### src/rtl/core/dltq_pkg.sv
package dltq_pkg;

    // table geometry
    localparam int TABLE_DEPTH = 16;
    localparam int DELAY_BITS  = 16;
    localparam int ADDR_W      = $clog2(TABLE_DEPTH);
    localparam int CNT_W       = $clog2(TABLE_DEPTH + 1);

    // request and result codes
    localparam logic REQ_INSERT = 1'b0;
    localparam logic REQ_TICK   = 1'b1;
    localparam logic KIND_ACK   = 1'b0;
    localparam logic KIND_FIRE  = 1'b1;
    localparam logic ST_OK      = 1'b0;
    localparam logic ST_FULL    = 1'b1;

    typedef struct packed {
        logic        req_type;
        logic [15:0] delay;
        logic [15:0] handle;
        logic        action;
    } req_t;

    typedef struct packed {
        logic        result_kind;
        logic [15:0] fired_handle;
        logic        fired_action;
        logic        status;
        logic        last;
    } res_t;

    // one callout table entry
    typedef struct packed {
        logic [DELAY_BITS-1:0] delta;
        logic [15:0]           handle;
        logic                  action;
    } entry_t;

    localparam int ENTRY_W = $bits(entry_t);

    // microprogram addresses
    typedef enum logic [3:0] {
        UC_INS_CHECK  = 4'd0,
        UC_WALK_READ  = 4'd1,
        UC_WALK_TEST  = 4'd2,
        UC_SHIFT_READ = 4'd3,
        UC_SHIFT_MOVE = 4'd4,
        UC_INS_WRITE  = 4'd5,
        UC_TICK_READ  = 4'd6,
        UC_TICK_TEST  = 4'd7,
        UC_FIRE_READ  = 4'd8,
        UC_FIRE_TEST  = 4'd9,
        UC_PACK_READ  = 4'd10,
        UC_PACK_MOVE  = 4'd11,
        UC_DONE       = 4'd12
    } uc_pc_t;

    // read port source
    typedef enum logic [1:0] {
        RD_NONE,
        RD_IDX,
        RD_IDX_M1,
        RD_ZERO
    } uc_rd_t;

    // branch condition
    typedef enum logic [3:0] {
        CND_ALWAYS,
        CND_NEVER,
        CND_FULL,
        CND_EMPTY,
        CND_WALK,
        CND_AT_POS,
        CND_HEAD_LIVE,
        CND_NEXT_ZERO,
        CND_SRC_DONE
    } uc_cond_t;

    // datapath operation
    typedef enum logic [3:0] {
        OP_NOP,
        OP_ACK_FULL,
        OP_WALK_INIT,
        OP_WALK_STEP,
        OP_WALK_END,
        OP_SHIFT,
        OP_ACK_NEW,
        OP_HEAD_WR,
        OP_FIRE_INIT,
        OP_FIRE_MORE,
        OP_FIRE_END,
        OP_MOVE,
        OP_DROP
    } uc_op_t;

    // control word: branch to target with op_t when cond holds, else fall through with op_f
    typedef struct packed {
        uc_rd_t   rd;
        uc_cond_t cond;
        uc_pc_t   target;
        uc_op_t   op_t;
        uc_op_t   op_f;
    } ctl_word_t;

    function automatic ctl_word_t uc_rom(input uc_pc_t pc);
        ctl_word_t w;
        unique case (pc)
            UC_INS_CHECK:  w = '{RD_NONE,   CND_FULL,      UC_DONE,       OP_ACK_FULL,  OP_WALK_INIT};
            UC_WALK_READ:  w = '{RD_IDX,    CND_NEVER,     UC_DONE,       OP_NOP,       OP_NOP};
            UC_WALK_TEST:  w = '{RD_NONE,   CND_WALK,      UC_WALK_READ,  OP_WALK_STEP, OP_WALK_END};
            UC_SHIFT_READ: w = '{RD_IDX_M1, CND_AT_POS,    UC_INS_WRITE,  OP_NOP,       OP_NOP};
            UC_SHIFT_MOVE: w = '{RD_NONE,   CND_ALWAYS,    UC_SHIFT_READ, OP_SHIFT,     OP_NOP};
            UC_INS_WRITE:  w = '{RD_NONE,   CND_ALWAYS,    UC_DONE,       OP_ACK_NEW,   OP_NOP};
            UC_TICK_READ:  w = '{RD_ZERO,   CND_EMPTY,     UC_DONE,       OP_NOP,       OP_NOP};
            UC_TICK_TEST:  w = '{RD_NONE,   CND_HEAD_LIVE, UC_DONE,       OP_HEAD_WR,   OP_FIRE_INIT};
            UC_FIRE_READ:  w = '{RD_IDX,    CND_NEVER,     UC_DONE,       OP_NOP,       OP_NOP};
            UC_FIRE_TEST:  w = '{RD_NONE,   CND_NEXT_ZERO, UC_FIRE_READ,  OP_FIRE_MORE, OP_FIRE_END};
            UC_PACK_READ:  w = '{RD_IDX,    CND_SRC_DONE,  UC_DONE,       OP_DROP,      OP_NOP};
            UC_PACK_MOVE:  w = '{RD_NONE,   CND_ALWAYS,    UC_PACK_READ,  OP_MOVE,      OP_NOP};
            default:       w = '{RD_NONE,   CND_ALWAYS,    UC_DONE,       OP_NOP,       OP_NOP};
        endcase
        return w;
    endfunction

endpackage

### src/rtl/core/dltq_ram.sv
module dltq_ram #(
    parameter int WIDTH = 8,
    parameter int DEPTH = 16
) (
    input  logic                     clk,
    input  logic                     we,
    input  logic [$clog2(DEPTH)-1:0] waddr,
    input  logic [WIDTH-1:0]         wdata,
    input  logic                     re,
    input  logic [$clog2(DEPTH)-1:0] raddr,
    output logic [WIDTH-1:0]         rdata
);

    logic [WIDTH-1:0] mem [DEPTH];
    logic [WIDTH-1:0] rdata_reg;

    always_ff @(posedge clk)
    begin
        if (we)
        begin
            mem[waddr] <= wdata;
        end
        if (re)
        begin
            rdata_reg <= mem[raddr];
        end
    end

    assign rdata = rdata_reg;

endmodule

### src/rtl/core/delta_list_timer_queue_core.sv
// an insert walks past the entries it follows, then shifts the later entries down to make room
// a full-table insert and a tick on an empty table end after their first check; a silent tick writes the head back
// a firing tick reports each fired entry, then packs the remaining ones; a ram read step before each entry use
// throughput: one request at a time, start is taken only while busy is low
// results are registered and appear in the cycle after the step that makes them; they are never stalled
// reset clears the sequencer, the strobe and the entry count; the entry ram is not cleared
module delta_list_timer_queue_core (
    input  logic            clk,
    input  logic            rst_n,
    input  logic            start,
    output logic            busy,
    input  dltq_pkg::req_t  req,
    output logic            result_valid,
    output dltq_pkg::res_t  result
);

    import dltq_pkg::*;

    // sequencer state
    uc_pc_t    pc_reg, pc_next;
    logic      run_reg, run_next;
    ctl_word_t ctl;
    logic      cond_hit;
    uc_op_t    op;

    // datapath registers
    req_t                  req_reg, req_next;
    logic [CNT_W-1:0]      count_reg, count_next;
    logic [CNT_W-1:0]      idx_reg, idx_next;
    logic [CNT_W-1:0]      pos_reg, pos_next;
    logic [DELAY_BITS-1:0] t_reg, t_next;
    entry_t                ent_reg, ent_next;
    res_t                  result_reg, result_next;
    logic                  result_valid_reg, result_valid_next;

    // entry ram ports
    logic               ram_we, ram_re;
    logic [ADDR_W-1:0]  ram_waddr, ram_raddr;
    entry_t             ram_wdata, rd_ent;
    logic [ENTRY_W-1:0] ram_rdata;

    // scratch values
    logic [CNT_W-1:0] idx_m1, idx_p1, pos_p1, dst_idx;

    assign ctl     = uc_rom(pc_reg);
    assign rd_ent  = entry_t'(ram_rdata);
    assign idx_m1  = CNT_W'(idx_reg - 1'b1);
    assign idx_p1  = CNT_W'(idx_reg + 1'b1);
    assign pos_p1  = CNT_W'(pos_reg + 1'b1);
    assign dst_idx = CNT_W'(idx_reg - pos_reg);

    dltq_ram #(
        .WIDTH (ENTRY_W),
        .DEPTH (TABLE_DEPTH)
    ) u_ram (
        .clk   (clk),
        .we    (ram_we),
        .waddr (ram_waddr),
        .wdata (ram_wdata),
        .re    (ram_re),
        .raddr (ram_raddr),
        .rdata (ram_rdata)
    );

    // branch condition for the current control word
    always_comb
    begin
        unique case (ctl.cond)
            CND_ALWAYS:    cond_hit = 1'b1;
            CND_NEVER:     cond_hit = 1'b0;
            CND_FULL:      cond_hit = (count_reg == CNT_W'(TABLE_DEPTH));
            CND_EMPTY:     cond_hit = (count_reg == '0);
            // keep walking while the passed delta fits in the remaining delay
            CND_WALK:      cond_hit = (idx_reg < count_reg) && (rd_ent.delta <= t_reg);
            CND_AT_POS:    cond_hit = (idx_reg == pos_reg);
            // head still waiting after the decrement
            CND_HEAD_LIVE: cond_hit = (rd_ent.delta > DELAY_BITS'(1));
            // next entry fires together with the current one
            CND_NEXT_ZERO: cond_hit = (idx_reg < count_reg) && (rd_ent.delta == '0);
            CND_SRC_DONE:  cond_hit = (idx_reg >= count_reg);
            default:       cond_hit = 1'b0;
        endcase
    end

    assign op = cond_hit ? ctl.op_t : ctl.op_f;

    // sequencer and datapath control
    always_comb
    begin
        pc_next           = pc_reg;
        run_next          = run_reg;
        req_next          = req_reg;
        count_next        = count_reg;
        idx_next          = idx_reg;
        pos_next          = pos_reg;
        t_next            = t_reg;
        ent_next          = ent_reg;
        result_next       = result_reg;
        result_valid_next = 1'b0;
        ram_we            = 1'b0;
        ram_waddr         = idx_reg[ADDR_W-1:0];
        ram_wdata         = rd_ent;
        ram_re            = 1'b0;
        ram_raddr         = idx_reg[ADDR_W-1:0];

        if (!run_reg)
        begin
            // idle: take a new request word
            if (start)
            begin
                req_next = req;
                run_next = 1'b1;
                pc_next  = (req.req_type == REQ_TICK) ? UC_TICK_READ : UC_INS_CHECK;
            end
        end
        else
        begin
            pc_next = cond_hit ? ctl.target : uc_pc_t'(pc_reg + 1'b1);
            if (pc_next == UC_DONE)
            begin
                run_next = 1'b0;
            end

            // read port
            unique case (ctl.rd)
                RD_NONE:
                begin
                    ram_re = 1'b0;
                end
                RD_IDX:
                begin
                    ram_re    = 1'b1;
                    ram_raddr = idx_reg[ADDR_W-1:0];
                end
                RD_IDX_M1:
                begin
                    ram_re    = 1'b1;
                    ram_raddr = idx_m1[ADDR_W-1:0];
                end
                RD_ZERO:
                begin
                    ram_re    = 1'b1;
                    ram_raddr = '0;
                end
                default:
                begin
                    ram_re = 1'b0;
                end
            endcase

            // datapath operation
            unique case (op)
                OP_NOP:
                begin
                    idx_next = idx_reg;
                end
                OP_ACK_FULL:
                begin
                    result_valid_next = 1'b1;
                    result_next       = '{KIND_ACK, req_reg.handle, req_reg.action,
                                          ST_FULL, 1'b1};
                end
                OP_WALK_INIT:
                begin
                    idx_next = '0;
                    t_next   = DELAY_BITS'(req_reg.delay);
                end
                OP_WALK_STEP:
                begin
                    t_next   = t_reg - rd_ent.delta;
                    idx_next = idx_p1;
                end
                OP_WALK_END:
                begin
                    // slot found, shift from the tail down to it
                    pos_next = idx_reg;
                    idx_next = count_reg;
                end
                OP_SHIFT:
                begin
                    ram_we    = 1'b1;
                    ram_waddr = idx_reg[ADDR_W-1:0];
                    ram_wdata = rd_ent;
                    // the entry displaced from the slot loses the new entry's delta
                    if (idx_reg == pos_p1)
                    begin
                        ram_wdata.delta = rd_ent.delta - t_reg;
                    end
                    idx_next = idx_m1;
                end
                OP_ACK_NEW:
                begin
                    ram_we            = 1'b1;
                    ram_waddr         = pos_reg[ADDR_W-1:0];
                    ram_wdata         = '{t_reg, req_reg.handle, req_reg.action};
                    count_next        = CNT_W'(count_reg + 1'b1);
                    result_valid_next = 1'b1;
                    result_next       = '{KIND_ACK, req_reg.handle, req_reg.action,
                                          ST_OK, 1'b1};
                end
                OP_HEAD_WR:
                begin
                    ram_we          = 1'b1;
                    ram_waddr       = '0;
                    ram_wdata       = rd_ent;
                    ram_wdata.delta = rd_ent.delta - 1'b1;
                end
                OP_FIRE_INIT:
                begin
                    // head fires; it is dropped by the compaction, so no write back
                    ent_next = rd_ent;
                    idx_next = CNT_W'(1);
                end
                OP_FIRE_MORE:
                begin
                    result_valid_next = 1'b1;
                    result_next       = '{KIND_FIRE, ent_reg.handle, ent_reg.action,
                                          ST_OK, 1'b0};
                    ent_next          = rd_ent;
                    idx_next          = idx_p1;
                end
                OP_FIRE_END:
                begin
                    result_valid_next = 1'b1;
                    result_next       = '{KIND_FIRE, ent_reg.handle, ent_reg.action,
                                          ST_OK, 1'b1};
                    // fired count, also the move distance
                    pos_next          = idx_reg;
                end
                OP_MOVE:
                begin
                    ram_we    = 1'b1;
                    ram_waddr = dst_idx[ADDR_W-1:0];
                    ram_wdata = rd_ent;
                    idx_next  = idx_p1;
                end
                OP_DROP:
                begin
                    count_next = CNT_W'(count_reg - pos_reg);
                end
                default:
                begin
                    idx_next = idx_reg;
                end
            endcase
        end
    end

    // control state
    always_ff @(posedge clk or negedge rst_n)
    begin
        if (!rst_n)
        begin
            pc_reg           <= UC_DONE;
            run_reg          <= 1'b0;
            count_reg        <= '0;
            result_valid_reg <= 1'b0;
        end
        else
        begin
            pc_reg           <= pc_next;
            run_reg          <= run_next;
            count_reg        <= count_next;
            result_valid_reg <= result_valid_next;
        end
    end

    // working registers, no reset needed
    always_ff @(posedge clk)
    begin
        req_reg    <= req_next;
        idx_reg    <= idx_next;
        pos_reg    <= pos_next;
        t_reg      <= t_next;
        ent_reg    <= ent_next;
        result_reg <= result_next;
    end

    assign busy         = run_reg;
    assign result_valid = result_valid_reg;
    assign result       = result_reg;

endmodule

### config.mk
export PLATFORM = sky130hd
export DESIGN_NAME = delta_list_timer_queue_core
export DESIGN_NICKNAME = d
export VERILOG_FILES = /design/src/rtl/core/dltq_pkg.sv /design/src/rtl/core/dltq_ram.sv /design/src/rtl/core/delta_list_timer_queue_core.sv
export SDC_FILE = /design/constraint.sdc
export NUM_CORES = 1
export LEC_CHECK = 0
export BUFFER_PORTS_ARGS = -buffer_cell sky130_fd_sc_hd__clkbuf_2
export CAP_MARGIN = 10
export CORE_AREA = 2 2 319 242
export DETAILED_ROUTE_END_ITERATION = 10
export DIE_AREA = 0 0 321 244
export SLEW_MARGIN = 20
export SYNTH_ARGS = -nofsm -noshare
export SYNTH_HDL_FRONTEND = slang
export SYNTH_SLANG_ARGS = --single-unit
### constraint.sdc
create_clock -name clk -period 9.5 [get_ports clk]
set_input_delay 1.9 -clock clk [delete_from_list [all_inputs] [get_ports clk]]
set_output_delay 1.9 -clock clk [all_outputs]
set_load 0.05 [all_outputs]
==> metrics.md <==
| Metric | Value |
|---|---|
| All-Layer GR Usage | 17.8% |
| Worst Hold Class | flip-flop to flip-flop |
| Post-CTS Hold Buffers | 0 |
| Post-CTS resize count | 0 |
| RSZ-0062 raised after global routing | no |
| H-tree levels | 3 |
| Fillers | 6551 |
| Die Wd | 321 µm |
| Crit end category | flip-flop |
| Synthesized cell area | 0.0299 mm² |
| Clk Tree Root Cell | clkbuf_16 |
| Max-cap viol count | 0 |
| Leak | 11.2 nW |
| Initial antenna violation count | 0 |
| Worst EP arrival | 5.50 ns |
| Cell Chain, Critical Path | inv_1 -> ha_1 -> and4bb_2 -> a311o_1 -> o211ai_1 -> a31oi_1 -> a211oi_2 -> nor2_1 -> buf_4 -> or3_1 -> nor2_1 -> a221oi_1 -> o21ai_1 |
| Met3 WL | 4010 µm |
| Hold Violations, Final | 0 |
| Worst setup SP type | flip-flop |
| Hold_ws | 0.450 ns |
| CTS tree | done |
| Antenna-violating nets left | 0 |
| CP required | 9.73 ns |
| Ys async rst share | 1.65% |
| Layout cell share with drive strength beyond 1 | 12.0% |
| CP Buf/Inv Count | 2 |
| TritonCTS Buffers | 70 |
| Worst vdd ir | 561 µV |
| Drt total wl | 70000 µm |
| CP max FO | 21 |
| Die H | 244 µm |
| Die area | 0.0783 mm² |
| Initial DRC count | 1825 |
| Placed cells | 3223 |
| CP Class | flip-flop to flip-flop |
| Grt ovf | 0 |
| Clock sink total | 668 |
| Tightest Pin Transition | 1.24 ns |
| Final setup vio count | 0 |
| Post-synthesis instance total | 2294 |
| Synth Flop Type | edfxtp_1 |
| Ant. Diodes | 0 |
| Worst-path clk slew | 0.06 ns |
| Starting density of the core | 40.0% |
| Row cnt | 87 |
| IO Count | 59 |
| Rel. slew slack | 17.2% |
| Seq cells post-synth | 668 |
| Number of flip-flops under the largest register name | 528 |
| GP Congestion | 0.874 |
| Global-route wire length before repair | 108000 µm |
| DP Wirelength | 39400 µm |
| Setup TNS | 0 ns |
| Postcts setup bufs | 0 |
| Top layer in use | met4 |
| Synth Area per Inst | 13.1 µm² |
| Core area | 0.0749 mm² |
| Wire length on met1 | 31900 µm |
| Largest net degree at the start of global routing | 228 |
| Final cell count without fillers | 3348 |
| Met2 wire length | 31900 µm |
| Leading cell types in the layout, fill and taps excluded | 657 x edfxtp_1, 324 x nand2_1, 172 x a211oi_1 |
| Crit share post-route | 55.4% |
| Number of flops mapped to enable cells by yosys | 657 |
| Syn nets | 2390 |
| Slowest cell on the critical path | o21ai_1 |
| Status | finished clean |
| Library cells used by synthesis | 83 |
| Port Buffers | 58 |
| Top cell by count, worst path | nor2_1 |
| Fin Clk Skew | 0.0206 ns |
| Final nets | 2412 |
| DR WL/cell | 20.9 µm |
| Vias in the first global route | 18385 |
| Skew-Pair Late Insertion Delay | 0.60 ns |
| Max incr delay on CP | 0.88 ns |
| P&R area growth vs syn | 12.1% |
| Cell family contributing the most delay on the critical path | compound AO/OA/AOI/OAI gates |
| Tmin final | 5.27 ns |
| Sequential area share after synthesis | 66.8% |
| Via density | 5.59 |
| Commonest non-fill, non-tap cell in the layout | edfxtp_1 |
| Fmax | 190 MHz |
| Clock Tree Buf Depth | 3 |
| DR DRC count | 0 |
| Synth Warn # | 0 |
| First-pass DRT Iterations | 5 |
| Routed via count | 18731 |
| Fin. max-slew vios | 0 |
| PD cells | 378 mW/mm² |
## synth_stat cells (6+ instances only)
cell | n | share of area, %
buf_2 | 18 | 0.30
o31ai_1 | 7 | 0.18
clkbuf_1 | 121 | 1.5
o21ai_0 | 80 | 1.3
a221oi_1 | 8 | 0.23
mux2_2 | 17 | 0.64
o21a_1 | 7 | 0.18
inv_1 | 61 | 0.76
nand2_1 | 325 | 4.1
dfrtp_1 | 9 | 0.75
o22ai_1 | 9 | 0.19
a21oi_1 | 116 | 1.9
nand2b_1 | 10 | 0.21
and3_1 | 7 | 0.15
edfxtp_1 | 657 | 66
a31oi_1 | 76 | 1.6
a311oi_1 | 66 | 1.9
nor2b_1 | 17 | 0.36
nand3_1 | 15 | 0.25
nor3_1 | 25 | 0.42
o31a_1 | 6 | 0.18
nor2_1 | 58 | 0.73
xnor2_1 | 25 | 0.73
or3_1 | 8 | 0.17
and2_1 | 139 | 2.9
mux2_4 | 20 | 1.0
a211oi_1 | 172 | 4.3
ha_1 | 55 | 2.3
nand4_1 | 8 | 0.17
a21o_1 | 17 | 0.43
mux2i_1 | 13 | 0.43
xor2_1 | 17 | 0.50
## stage by stage
step,worst slack [ns],total power [mW],cell area [µm²],util (%)
after CTS,4.34,12.8,33600,44.8
final,4.23,12.7,33600,44.8
after detailed placement,4.37,10.1,31400,41.9
after global routing,3.85,13.5,33600,44.8
after global placement,4.46,10.0,31400,41.9
after floorplan,3.54,8.46,29900,-
## layer usage
| metal | vias up | GRT usage [%] |
|---|---|---|
| met4 | 0 | 5.91 |
| met1 | 9251 | 25.3 |
| met2 | 574 | 27.7 |
| li1 | 8791 | - |
| met3 | 115 | 3.05 |
| met5 | - | 0 |
## cells by family after synthesis
family          synth area share [%]
compound gates                  14.0
flops                           66.8
buf+inv                         2.90
fa+ha+maj                       2.57
xor+xnor                        1.23
simple gates                    10.3
mux                             2.15
## worst paths after layout
path / from / end / slack (ns) / cells past startpoint
worst min-delay path: u_ram.rdata[2] / ent_reg[2] / 0.45 / 0
min in group asynchronous: rst_n / count_reg[4] / 1.20 / 1
max in group asynchronous: rst_n / pc_reg[3] / 8.00 / 1
worst min register to register: u_ram.rdata[2] / ent_reg[2] / 0.45 / 0
worst max register to register: pc_reg[0] / u_ram.mem[11][31] / 4.23 / 13
worst max-delay path: pc_reg[0] / u_ram.mem[11][31] / 4.23 / 13
## worst reg2reg max path: stages, from the launching register on
cell and delay [ns]:
dfrtp_1 0.48, inv_1 0.20, ha_1 0.42, and4bb_2 0.27, a311o_1 0.33, o211ai_1 0.20
a31oi_1 0.11, a211oi_2 0.43, nor2_1 0.08, buf_4 0.22, or3_1 0.69, nor2_1 0.43
a221oi_1 0.14, o21ai_1 0.88
## where the power goes
part	internal (mW)	total [mW]	switching (mW)
clock network	1.53	2.63	1.10
registers	4.31	4.58	0.272
logic	1.71	5.50	3.79
## layout make-up
| class | instances | area (µm²) | area share (%) |
|---|---|---|---|
| tap | 979 | 1220 | 3.65 |
| sequential | 668 | 20000 | 59.6 |
| clock inverter | 34 | 317 | 0.943 |
| inverter | 64 | 240 | 0.716 |
| multi-input combinational | 1412 | 9260 | 27.6 |
| clock buffer | 91 | 1870 | 5.58 |
| timing repair buffer | 100 | 656 | 1.95 |
Note: power is estimated with default switching activity, not from simulation.
